===== config.mk =====
export PLATFORM = sky130hd
export DESIGN_NAME = onewire_master_byte_engine
export DESIGN_NICKNAME = d
export VERILOG_FILES = /design/src/rtl/core/owm_pkg.sv /design/src/rtl/core/onewire_master_byte_engine.sv
export SDC_FILE = /design/constraint.sdc
export NUM_CORES = 1
export LEC_CHECK = 0
export BUFFER_PORTS_ARGS = -buffer_cell sky130_fd_sc_hd__buf_2
export CORE_MARGIN = 1.5
export CORE_UTILIZATION = 35
export DETAILED_ROUTE_END_ITERATION = 10
export GPL_TIMING_DRIVEN = 0
export HOLD_SLACK_MARGIN = 0.02
export SYNTH_ARGS = -nofsm -noshare
export SYNTH_HDL_FRONTEND = slang
export SYNTH_SLANG_ARGS = --single-unit

===== constraint.sdc =====
create_clock -name clk -period 3.7 [get_ports clk]
set_input_delay 0.185 -clock clk [delete_from_list [all_inputs] [get_ports clk]]
set_output_delay 0.185 -clock clk [all_outputs]
set_load 0.01 [all_outputs]

===== src/rtl/core/owm_pkg.sv =====
// ---------------------------------------------------------------------------
// owm_pkg
// Shared types and codes for the 1-Wire bus master byte engine.
// ---------------------------------------------------------------------------
`default_nettype none

package owm_pkg;

    // Command codes carried in the mode field
    localparam logic [1:0] MODE_TICK  = 2'd0;
    localparam logic [1:0] MODE_RESET = 2'd1;
    localparam logic [1:0] MODE_WRITE = 2'd2;
    localparam logic [1:0] MODE_READ  = 2'd3;

    // Sequencer phases
    localparam int unsigned PHASE_W = 3;
    localparam logic [PHASE_W-1:0] PH_IDLE     = 3'd0;
    localparam logic [PHASE_W-1:0] PH_RST_LOW  = 3'd1;
    localparam logic [PHASE_W-1:0] PH_RST_WAIT = 3'd2;
    localparam logic [PHASE_W-1:0] PH_RST_REC  = 3'd3;
    localparam logic [PHASE_W-1:0] PH_SLOT     = 3'd4;
    localparam logic [PHASE_W-1:0] PH_W_HOLD   = 3'd5;
    localparam logic [PHASE_W-1:0] PH_R_WAIT   = 3'd6;
    localparam logic [PHASE_W-1:0] PH_R_REC    = 3'd7;

    // Configuration register indexes
    localparam int unsigned CFG_IDX_W  = 3;
    localparam int unsigned CFG_DATA_W = 10;
    localparam logic [CFG_IDX_W-1:0] REG_RESET_LOW     = 3'd0;
    localparam logic [CFG_IDX_W-1:0] REG_PRESENCE_WAIT = 3'd1;
    localparam logic [CFG_IDX_W-1:0] REG_RESET_REC     = 3'd2;
    localparam logic [CFG_IDX_W-1:0] REG_SLOT_START    = 3'd3;
    localparam logic [CFG_IDX_W-1:0] REG_WRITE_SLOT    = 3'd4;
    localparam logic [CFG_IDX_W-1:0] REG_READ_SAMPLE   = 3'd5;
    localparam logic [CFG_IDX_W-1:0] REG_READ_REC      = 3'd6;

    // Timing register reset values
    localparam logic [9:0] RESET_LOW_DEFAULT     = 10'd480;
    localparam logic [7:0] PRESENCE_WAIT_DEFAULT = 8'd60;
    localparam logic [9:0] RESET_REC_DEFAULT     = 10'd420;
    localparam logic [3:0] SLOT_START_DEFAULT    = 4'd1;
    localparam logic [7:0] WRITE_SLOT_DEFAULT    = 8'd60;
    localparam logic [7:0] READ_SAMPLE_DEFAULT   = 8'd14;
    localparam logic [7:0] READ_REC_DEFAULT      = 8'd45;

    localparam int unsigned TICK_W = 10;

    typedef struct packed {
        logic [1:0] mode;
        logic [7:0] write_byte;
        logic       line_in;
    } owm_in_t;

    typedef struct packed {
        logic       drive_low;
        logic       busy_res;
        logic       done_res;
        logic       no_presence;
        logic [7:0] read_data;
    } owm_out_t;

endpackage

`default_nettype wire


===== src/rtl/core/onewire_master_byte_engine.sv =====
// ---------------------------------------------------------------------------
// onewire_master_byte_engine
// 1-Wire bus master running reset, write-byte and read-byte sequences.
// ---------------------------------------------------------------------------
// Each input transfer is one bus timing tick (normally one microsecond) and
// carries an optional command plus the bus level sampled in that tick; each
// tick yields exactly one output transfer with the drive level, busy/done
// flags, the last presence result and the last byte read. The engine takes
// one transfer per clock cycle while the output side does not stall: a tick
// lands in the input register, and the phase sequencer advances and loads
// the result register once that register is free or draining. The output
// register keeps results flowing while a new tick waits in the input
// register; input stall only rises when both stages are full and the output
// side stalls. Commands are honored only while idle. Timing registers may
// be written only while the engine is idle; a zero timing value acts as one.
// ---------------------------------------------------------------------------
`default_nettype none

module onewire_master_byte_engine (
    input  wire logic                               clk,
    input  wire logic                               rst_n,
    // tick input channel
    input  wire logic                               in_valid,
    output logic                                    in_stall,
    input  wire owm_pkg::owm_in_t                   in_data,
    // result output channel
    output logic                                    out_valid,
    input  wire logic                               out_stall,
    output owm_pkg::owm_out_t                       out_data,
    // configuration write port
    input  wire logic                               cfg_write_en,
    input  wire logic [owm_pkg::CFG_IDX_W-1:0]      cfg_index,
    input  wire logic [owm_pkg::CFG_DATA_W-1:0]     cfg_data
);

    // -----------------------------------------------------------------
    // Timing registers
    // -----------------------------------------------------------------
    logic [9:0] reset_low_reg;
    logic [7:0] presence_wait_reg;
    logic [9:0] reset_rec_reg;
    logic [3:0] slot_start_reg;
    logic [7:0] write_slot_reg;
    logic [7:0] read_sample_reg;
    logic [7:0] read_rec_reg;

    always_ff @(posedge clk or negedge rst_n)
    begin
        if (!rst_n)
        begin
            reset_low_reg     <= owm_pkg::RESET_LOW_DEFAULT;
            presence_wait_reg <= owm_pkg::PRESENCE_WAIT_DEFAULT;
            reset_rec_reg     <= owm_pkg::RESET_REC_DEFAULT;
            slot_start_reg    <= owm_pkg::SLOT_START_DEFAULT;
            write_slot_reg    <= owm_pkg::WRITE_SLOT_DEFAULT;
            read_sample_reg   <= owm_pkg::READ_SAMPLE_DEFAULT;
            read_rec_reg      <= owm_pkg::READ_REC_DEFAULT;
        end
        else if (cfg_write_en)
        begin
            unique case (cfg_index)
                owm_pkg::REG_RESET_LOW:     reset_low_reg     <= cfg_data[9:0];
                owm_pkg::REG_PRESENCE_WAIT: presence_wait_reg <= cfg_data[7:0];
                owm_pkg::REG_RESET_REC:     reset_rec_reg     <= cfg_data[9:0];
                owm_pkg::REG_SLOT_START:    slot_start_reg    <= cfg_data[3:0];
                owm_pkg::REG_WRITE_SLOT:    write_slot_reg    <= cfg_data[7:0];
                owm_pkg::REG_READ_SAMPLE:   read_sample_reg   <= cfg_data[7:0];
                owm_pkg::REG_READ_REC:      read_rec_reg      <= cfg_data[7:0];
                default:                    ; // index past the register list: drop
            endcase
        end
    end

    // -----------------------------------------------------------------
    // Input register and pipeline handshake
    // -----------------------------------------------------------------
    logic             in_vld_reg;
    owm_pkg::owm_in_t in_data_reg;
    logic             out_vld_reg;
    owm_pkg::owm_out_t out_data_reg;
    logic             advance;

    // Process the held tick whenever the result register is free or draining.
    assign advance  = in_vld_reg && (!out_vld_reg || !out_stall);
    assign in_stall = in_vld_reg && !advance;

    always_ff @(posedge clk or negedge rst_n)
    begin
        if (!rst_n)
        begin
            in_vld_reg <= 1'b0;
        end
        else if (!in_stall)
        begin
            in_vld_reg <= in_valid;
        end
    end

    always_ff @(posedge clk)
    begin
        if (!in_stall && in_valid)
        begin
            in_data_reg <= in_data;
        end
    end

    // -----------------------------------------------------------------
    // Sequencer state
    // -----------------------------------------------------------------
    logic [owm_pkg::PHASE_W-1:0] phase_reg, phase_next;
    logic [1:0]                  op_reg, op_next;
    logic [owm_pkg::TICK_W-1:0]  tick_reg, tick_next;
    logic [2:0]                  bit_reg, bit_next;
    logic [7:0]                  shift_reg, shift_next;
    logic                        presence_reg, presence_next;
    logic [7:0]                  last_read_reg, last_read_next;

    // Effective state for this tick once a command start is folded in
    logic                        start;
    logic [owm_pkg::PHASE_W-1:0] ph_cur;
    logic [1:0]                  op_cur;
    logic [owm_pkg::TICK_W-1:0]  tick_cur;
    logic [2:0]                  bit_cur;
    logic [7:0]                  shift_cur;

    logic [owm_pkg::TICK_W-1:0]  phase_len;
    logic                        last_tick;
    logic                        drive;
    logic                        busy;
    logic                        done;

    // A command only starts from idle; it runs its first tick right away.
    assign start     = (phase_reg == owm_pkg::PH_IDLE) &&
                       (in_data_reg.mode != owm_pkg::MODE_TICK);
    assign ph_cur    = start ? ((in_data_reg.mode == owm_pkg::MODE_RESET) ?
                                owm_pkg::PH_RST_LOW : owm_pkg::PH_SLOT)
                             : phase_reg;
    assign op_cur    = start ? in_data_reg.mode : op_reg;
    assign tick_cur  = start ? '0 : tick_reg;
    assign bit_cur   = start ? 3'd0 : bit_reg;
    assign shift_cur = start ? ((in_data_reg.mode == owm_pkg::MODE_WRITE) ?
                                in_data_reg.write_byte : 8'd0)
                             : shift_reg;

    // Length of the current phase in ticks, zero settings count as one.
    always_comb
    begin
        phase_len = 10'd1;
        unique case (ph_cur)
            owm_pkg::PH_RST_LOW:  phase_len = reset_low_reg;
            owm_pkg::PH_RST_WAIT: phase_len = {2'b00, presence_wait_reg};
            owm_pkg::PH_RST_REC:  phase_len = reset_rec_reg;
            owm_pkg::PH_SLOT:     phase_len = {6'd0, slot_start_reg};
            owm_pkg::PH_W_HOLD:   phase_len = {2'b00, write_slot_reg};
            owm_pkg::PH_R_WAIT:   phase_len = {2'b00, read_sample_reg};
            owm_pkg::PH_R_REC:    phase_len = {2'b00, read_rec_reg};
            default:              phase_len = 10'd1;
        endcase
        if (phase_len == '0)
        begin
            phase_len = 10'd1;
        end
    end

    assign last_tick = ({1'b0, tick_cur} + 11'd1) >= {1'b0, phase_len};
    assign busy      = (ph_cur != owm_pkg::PH_IDLE);

    // Bus drive: low during reset pulse and slot opening; a write slot holds
    // low through its body only for a zero bit.
    always_comb
    begin
        case (ph_cur) inside
            owm_pkg::PH_RST_LOW, owm_pkg::PH_SLOT: drive = 1'b1;
            owm_pkg::PH_W_HOLD:                    drive = ~shift_cur[0];
            default:                               drive = 1'b0;
        endcase
    end

    // Phase transitions at the last tick of each phase
    always_comb
    begin
        phase_next     = ph_cur;
        op_next        = op_cur;
        tick_next      = tick_cur;
        bit_next       = bit_cur;
        shift_next     = shift_cur;
        presence_next  = presence_reg;
        last_read_next = last_read_reg;
        done           = 1'b0;

        if (busy)
        begin
            if (last_tick)
            begin
                tick_next = '0;
                unique case (ph_cur)
                    owm_pkg::PH_RST_LOW:
                    begin
                        phase_next = owm_pkg::PH_RST_WAIT;
                    end
                    owm_pkg::PH_RST_WAIT:
                    begin
                        presence_next = in_data_reg.line_in;
                        phase_next    = owm_pkg::PH_RST_REC;
                    end
                    owm_pkg::PH_RST_REC:
                    begin
                        done       = 1'b1;
                        phase_next = owm_pkg::PH_IDLE;
                    end
                    owm_pkg::PH_SLOT:
                    begin
                        phase_next = (op_cur == owm_pkg::MODE_WRITE) ?
                                     owm_pkg::PH_W_HOLD : owm_pkg::PH_R_WAIT;
                    end
                    owm_pkg::PH_W_HOLD:
                    begin
                        shift_next = {1'b0, shift_cur[7:1]};
                        if (bit_cur == 3'd7)
                        begin
                            done       = 1'b1;
                            phase_next = owm_pkg::PH_IDLE;
                        end
                        else
                        begin
                            bit_next   = bit_cur + 3'd1;
                            phase_next = owm_pkg::PH_SLOT;
                        end
                    end
                    owm_pkg::PH_R_WAIT:
                    begin
                        // Shift the sampled bit in from the top, LSB first.
                        shift_next = {in_data_reg.line_in, shift_cur[7:1]};
                        phase_next = owm_pkg::PH_R_REC;
                    end
                    owm_pkg::PH_R_REC:
                    begin
                        if (bit_cur == 3'd7)
                        begin
                            last_read_next = shift_cur;
                            done           = 1'b1;
                            phase_next     = owm_pkg::PH_IDLE;
                        end
                        else
                        begin
                            bit_next   = bit_cur + 3'd1;
                            phase_next = owm_pkg::PH_SLOT;
                        end
                    end
                    default:
                    begin
                        phase_next = owm_pkg::PH_IDLE;
                    end
                endcase
            end
            else
            begin
                tick_next = tick_cur + 10'd1;
            end
        end
    end

    // Advance state only when the tick is actually consumed.
    always_ff @(posedge clk or negedge rst_n)
    begin
        if (!rst_n)
        begin
            phase_reg     <= owm_pkg::PH_IDLE;
            op_reg        <= owm_pkg::MODE_TICK;
            tick_reg      <= '0;
            bit_reg       <= 3'd0;
            shift_reg     <= 8'd0;
            presence_reg  <= 1'b0;
            last_read_reg <= 8'd0;
        end
        else if (advance)
        begin
            phase_reg     <= phase_next;
            op_reg        <= op_next;
            tick_reg      <= tick_next;
            bit_reg       <= bit_next;
            shift_reg     <= shift_next;
            presence_reg  <= presence_next;
            last_read_reg <= last_read_next;
        end
    end

    // -----------------------------------------------------------------
    // Result register
    // -----------------------------------------------------------------
    always_ff @(posedge clk or negedge rst_n)
    begin
        if (!rst_n)
        begin
            out_vld_reg <= 1'b0;
        end
        else if (advance)
        begin
            out_vld_reg <= 1'b1;
        end
        else if (!out_stall)
        begin
            out_vld_reg <= 1'b0;
        end
    end

    always_ff @(posedge clk)
    begin
        if (advance)
        begin
            out_data_reg.drive_low   <= drive;
            out_data_reg.busy_res    <= busy;
            out_data_reg.done_res    <= done;
            out_data_reg.no_presence <= presence_next;
            out_data_reg.read_data   <= last_read_next;
        end
    end

    assign out_valid = out_vld_reg;
    assign out_data  = out_data_reg;

endmodule

`default_nettype wire


# Word level (Yosys, flattened, before mapping)
# Cells that the tools add are included.
# totals
elab_cells	106
ram_bits	0
mem_bits_ro	0
in_bits	29
n_memories	0
latch_bits	0
reg_bits	116
# op_classes
n_addsub	3
multipliers	0
div	0
n_reduce_logical	24
magnitude_cmp	1
bitwise_logic	1
n_eq_ne	18
mux	35
shifts	0
# op_table
operator	count
$pmux 10 s7	1
$mux 8	8
$mux 10	4
$mux 3	10
$eq 3x3->1 const B	8
$pmux 8 s2	1
$reduce_and 2->1	8
$pmux 3 s5	1
$eq 3x2->1 const B	4
$add 10x1->11 const B	1
$ge 11x10->1	1
$add 10x1->10 const B	1
$logic_not 10->1	1
$mux 1	7
$eq 3x1->1 const B	2
$logic_not 3->1	2
$eq 2x2->1 const B	2
$logic_and 1x1->1	4
$logic_not 1->1	4
$mux 2	2
$reduce_or 2->1	2
$add 3x1->3 const B	1
$reduce_bool 3->1	1
$eq 2x1->1 const B	1
5 further kinds	5

# Logic depth before layout (Yosys ltp)
# logic_depth
ltp_word	10
ltp_mapped	19
depth_no_buf	15

# Least setup slack after synthesis
# OpenSTA, ideal clock, no wires.
# synth_timing
path_type	reg2reg
from	register in_data_reg[9] in the netlist's numbering
to	register out_data_reg (netlist bit out_data[0]), data pin
path_stages_with_launch	18
path_buffers	3
path_slack_ns	-0.140
t_arrival_ns	3.581
synth_period_minus_slack_ns	3.840
cell_sequence	edfxtp_1 > buf_2 > o21ai_2 > clkbuf_1 > and2_1 > ha_1 > nand3_1 > nor2_1 > xnor2_1 > nor2_1 > ha_1 > a21oi_1 > a31oi_1 > a2111oi_2 > o21a_1 > buf_6 > nor2_4 > mux2_2
# synth_between
elab_chain_len	10
# synth_lines
item	line	source
from (decl)	onewire_master_byte_engine.sv:78	owm_pkg::owm_in_t in_data_reg;
from (signal assigned)	onewire_master_byte_engine.sv:103	in_data_reg <= in_data;
$eq 2x1->1 or $reduce_bool 2->1 (tied branches)	onewire_master_byte_engine.sv:135, onewire_master_byte_engine.sv:134	
$mux 3 or $logic_and 1x1->1 (tied branches)	onewire_master_byte_engine.sv:135, onewire_master_byte_engine.sv:133	
$mux 3	onewire_master_byte_engine.sv:135	assign ph_cur = start ? ((in_data_reg.mode == owm_pkg::MODE_RESET) ?
$eq 3x3->1, or another cell as far along	onewire_master_byte_engine.sv:149, onewire_master_byte_engine.sv:196	
$pmux 10 s7	onewire_master_byte_engine.sv:149	unique case (ph_cur)
$logic_not 10->1	onewire_master_byte_engine.sv:159	if (phase_len == '0)
$mux 10	onewire_master_byte_engine.sv:159	
$ge 11x10->1	onewire_master_byte_engine.sv:165	assign last_tick = ({1'b0, tick_cur} + 11'd1) >= {1'b0, phase_len};
$mux 8	onewire_master_byte_engine.sv:193	if (last_tick)
$mux 8 *	onewire_master_byte_engine.sv:191	if (busy)
named net last_read_next[0]	onewire_master_byte_engine.sv:116	logic [7:0] last_read_reg, last_read_next;
to (decl)	onewire_master_byte_engine.sv:80	owm_pkg::owm_out_t out_data_reg;
# The timed path passes the listed nets; every way through them passes the cells marked *.
# A chain may end at the register's enable or synchronous reset.

# Worst setup path in the final report
# layout_timing
from	register phase_reg[0] in the netlist's numbering
to	register last_read_reg[5]
# layout_between
elab_chain_len	10
# layout_lines
item	line	source
from (decl)	onewire_master_byte_engine.sv:110	logic [owm_pkg::PHASE_W-1:0] phase_reg, phase_next;
from (signal assigned)	onewire_master_byte_engine.sv:268	phase_reg <= owm_pkg::PH_IDLE;
from (signal assigned)	onewire_master_byte_engine.sv:278	phase_reg <= phase_next;
$logic_not 3->1	onewire_master_byte_engine.sv:133	assign start = (phase_reg == owm_pkg::PH_IDLE) &&
$logic_and 1x1->1	onewire_master_byte_engine.sv:133	
$mux 3	onewire_master_byte_engine.sv:135	
$eq 3x3->1, or another cell as far along	onewire_master_byte_engine.sv:149, onewire_master_byte_engine.sv:196	
$pmux 10 s7	onewire_master_byte_engine.sv:149	
$logic_not 10->1	onewire_master_byte_engine.sv:159	
$mux 10	onewire_master_byte_engine.sv:159	
$ge 11x10->1	onewire_master_byte_engine.sv:165	
$mux 8	onewire_master_byte_engine.sv:193	
$mux 8 *	onewire_master_byte_engine.sv:191	
to (signal assigned)	onewire_master_byte_engine.sv:284	last_read_reg <= last_read_next;
to (decl)	onewire_master_byte_engine.sv:116	
# Every way passes the cells marked *; elsewhere a longest branch is shown, timed or not.

==> results list <==
- Total via count in the routed design: ~4,300
* Buffer type at the clock tree root: clkbuf_16
* Number of top-level pins: 43
* Post-placement cell count: between 700 and 800
- Setup repair after global routing could not meet its margin everywhere.
- Entering global routing, the biggest net connects 60 pins.
- For the final routed database, the setup TNS stands at 0 ns.
- All-Layer GR Usage: 0.172
- Summing all flip-flop and latch instances after layout gives approximately 3000 sq um.
* Smallest setup slack after layout: 0.0700 ns
- Clock insertion delay at the later pin of the skew report: ~0.42 ns
- Post-route total power: 5.96 mW
- During synthesis, Yosys emitted a total of 0 warnings.
- A synthesized cell averages 12.0 sq um.
* Syn_nets: 523
- Diode count: 0
* Leading post-synthesis cells by cell area: dfrtp_1 (30%), mux2_2 (15%), edfxtp_1 (12%), dfstp_2 (11%), mux2i_1 (2.9%)
* Clock buffer count from CTS: 17
- Peak Freq: about 0.28 GHz
* Area fraction of the dominant cell type after synthesis: 0.298
* Worst hold-check path type: in -> reg
- The initial utilization of the core area, before any placement, comes to 0.361.
* Placeable core region: 16,100 sq um
- For this run, design rule violations remaining after detail routing come to 0.
* Critical-path maximum fanout: 8
* Total area of multi-input combinational cells: 2850 sq um
- Once layout is done, the placed cells without fillers occupy ~7600 sq um.
* Drt initial violations: 247
* Top post-synthesis cells by count: mux2_2 (78), dfrtp_1 (69), nand2_1 (40), nor2_1 (28), dfstp_2 (24)
- Category of the most critical setup path: reg -> reg
- Routability-driven placement finished with a final weighted congestion of 0.818.
* Antenna violations before repair: 0
- The register with the most flip-flops in the layout has 12 of them.
- Flip-flop and latch count after synthesis: 116
- Via count of the first global-routing pass: 4,371
- Clock tree synthesis found a total of 116 sinks.
- Summed over all cells, the static leakage comes to 3.14 nW.
- Relative to the synthesized area, the layout overhead comes to 31.3%.
* Post-DP HPWL: 9510 um
- The clock tree synthesis step divided the H-tree into 4 levels.
- CTS tree: done
- For this run, the register share of the synthesized area comes to 0.525.
* Unique masters post-synth: 58
- The floorplan step defined a die boundary enclosing between 15,000 and 20,000 sq um.
* Final number of setup-violating endpoints: 0
* Arr. time, crit path: about 3.9 ns
- Worst supply voltage drop on vdd: between 0.4 and 0.5 mV
- In the post-synthesis netlist, the cell with the most instances is mux2_2.
- Clock-pin slew of the registers on the worst-case setup and hold paths: 0.06 ns
- The routed design has 14,300 um of wire.
* Hold path depth: 2
- Drt wl/cell: 17.7 um
* Hold slack: 0.0659 ns
- Filler Cell Count: 1,421
- Of all cell types, the one taking the most synthesized area is dfrtp_1.
- Sort of element at the end of the critical path: register
- Maximum Capacitance Violations: 0
- Tcrit/Tclk final: 0.981
- Aggregate global routing overflow: 0
* Sort of element at the start of the critical path: register
- The final hold violation count came to 0.
- Gate count after technology mapping: 482
- During placement, the flow inserted port buffers numbering 40.
* Share of final-layout standard cells stronger than drive strength 1: 0.433
* Max clock buf depth: 2
- Post-synthesis instance area: 5800 sq um
- Result of the run: complete, no violations
* Row count: 46
- The die is 132 um wide.
- The first global-routing pass estimated about 23,000 um of wire.
* Placed instance area: 6330 sq um
- Worst R2R Path Depth: 18
- Max-slew violation count: 0
- Post-detailed-route count of antenna-violating nets: 0
- The die is 132 um tall.
- In this run, synthesis inferred 23 flip-flops with an integrated enable.
- In this run the tightest slew margin relative to its limit is 0.230.
* Fraction of registers with async set or reset after synthesis: 0.802
- Detailed-route vias per instance: 5.35
* Core Util, Final: 0.474
* First-pass iteration count of the detailed router: 5
- Crit path time final: 3.63 ns
- For this run, the leading register cell type out of synthesis is dfrtp_1.
* Power density cells: between 700 and 800 nW/um^2
- Worst Max-Slew Pin Slew: 1.16 ns
- Worst endpoint required time: 4.01 ns
* Final Net Count: 622
- The clock arrives with 0.00572 ns of skew.
- Before CTS, the worst setup slack after placement is -0.596 ns.
* Count of non-filler cells in the finished layout: 810
-- final cells by class --
cell class | count | share of cell area
clock buffer | 24 | 0.0686
clock inverter | 8 | 0.0123
inverter | 6 | 0.00296
timing repair buffer | 81 | 0.0834
multi-input combinational | 335 | 0.374
buffer | 24 | 0.0225
tap | 216 | 0.0355
sequential | 116 | 0.400
-- worst paths after layout --
path                         startpoint                 to  slack (ns)
max reg2reg                phase_reg[0]   last_read_reg[5]        0.07
max in group asynchronous         rst_n   reset_low_reg[5]        2.73
min in group asynchronous         rst_n   reset_rec_reg[0]        0.26
min                         cfg_data[5]  write_slot_reg[5]        0.07
max                        phase_reg[0]   last_read_reg[5]        0.07
min reg2reg                shift_reg[1]       shift_reg[1]        0.48
-- timing repair --
action,CTS,global route
gates resized for setup,45,25
hold endpoints to repair,46,0
setup endpoints to repair,43,29
cloned,0,3
setup buffers,15,7
pin swaps,14,12
hold buffers,16,0
-- cell families after synthesis --
kind of cell / count (synthesis) / share of synthesized area
adders and majority gates: 12 / 0.0259
buffers and inverters: 31 / 0.0239
DFF: 116 / 0.525
AOI/OAI and AO/OA: 87 / 0.105
muxes: 98 / 0.192
and+or+nand+nor: 130 / 0.115
xor gates and xnor gates: 8 / 0.0121
-- metal layers --
| metal | global-route usage | routed length (um) | up-vias |
|---|---|---|---|
| met1 | 0.222 | 6430 | 2187 |
| met2 | 0.280 | 6950 | 116 |
| met5 | 0 | 0 | - |
| met3 | 0.0388 | 652 | 25 |
| li1 | - | - | 2005 |
| met4 | 0.0728 | 299 | 0 |
-- power breakdown --
group	internal, mW	switching [mW]	total [mW]
Sequential	1.61	0.165	1.78
Clock	1.11	0.568	1.68
Combinational	1.20	1.29	2.50
-- critical path, cell delays in order, from the launching register on --
cell,delay [ns]
dfrtp_1,0.39
buf_4,0.16
nor2b_1,0.14
a22o_1,0.18
a222oi_1,0.32
buf_4,0.18
and3_1,0.14
nand4_1,0.11
o21ai_2,0.18
ha_1,0.24
nor2b_1,0.13
o21ai_2,0.08
a2111oi_4,0.38
o21a_1,0.17
buf_6,0.14
buf_4,0.12
nor3_4,0.04
buf_12,0.14
mux2_2,0.26
-- placed cells by master, fill, tap and decap left out, types with 5 or more instances in the layout --
| cell type | netlist | routed |
|---|---|---|
| mux2_2 | 78 | 69 |
| dfrtp_1 | 69 | 68 |
| buf_2 | 9 | 45 |
| nand2_1 | 40 | 39 |
| dfstp_2 | 24 | 24 |
| nor2_1 | 28 | 23 |
| edfxtp_1 | 23 | 23 |
| buf_4 | 1 | 20 |
| clkbuf_16 | 0 | 20 |
| o21ai_0 | 20 | 19 |
| mux2i_1 | 17 | 17 |
| dlygate4sd3_1 | 0 | 16 |
| nand3_1 | 16 | 15 |
| a21oi_1 | 12 | 12 |
| ha_1 | 12 | 10 |
| mux2_4 | 0 | 9 |
| clkbuf_1 | 13 | 8 |
| a22o_1 | 8 | 8 |
| buf_6 | 1 | 6 |
| inv_1 | 6 | 6 |
| clkbuf_8 | 0 | 6 |
| nand4_1 | 6 | 6 |
| nor2b_1 | 6 | 5 |
| nand2b_1 | 5 | 5 |
| nor3_1 | 5 | 5 |
| clkinv_2 | 0 | 5 |
Power figures use the tool's default switching activity.
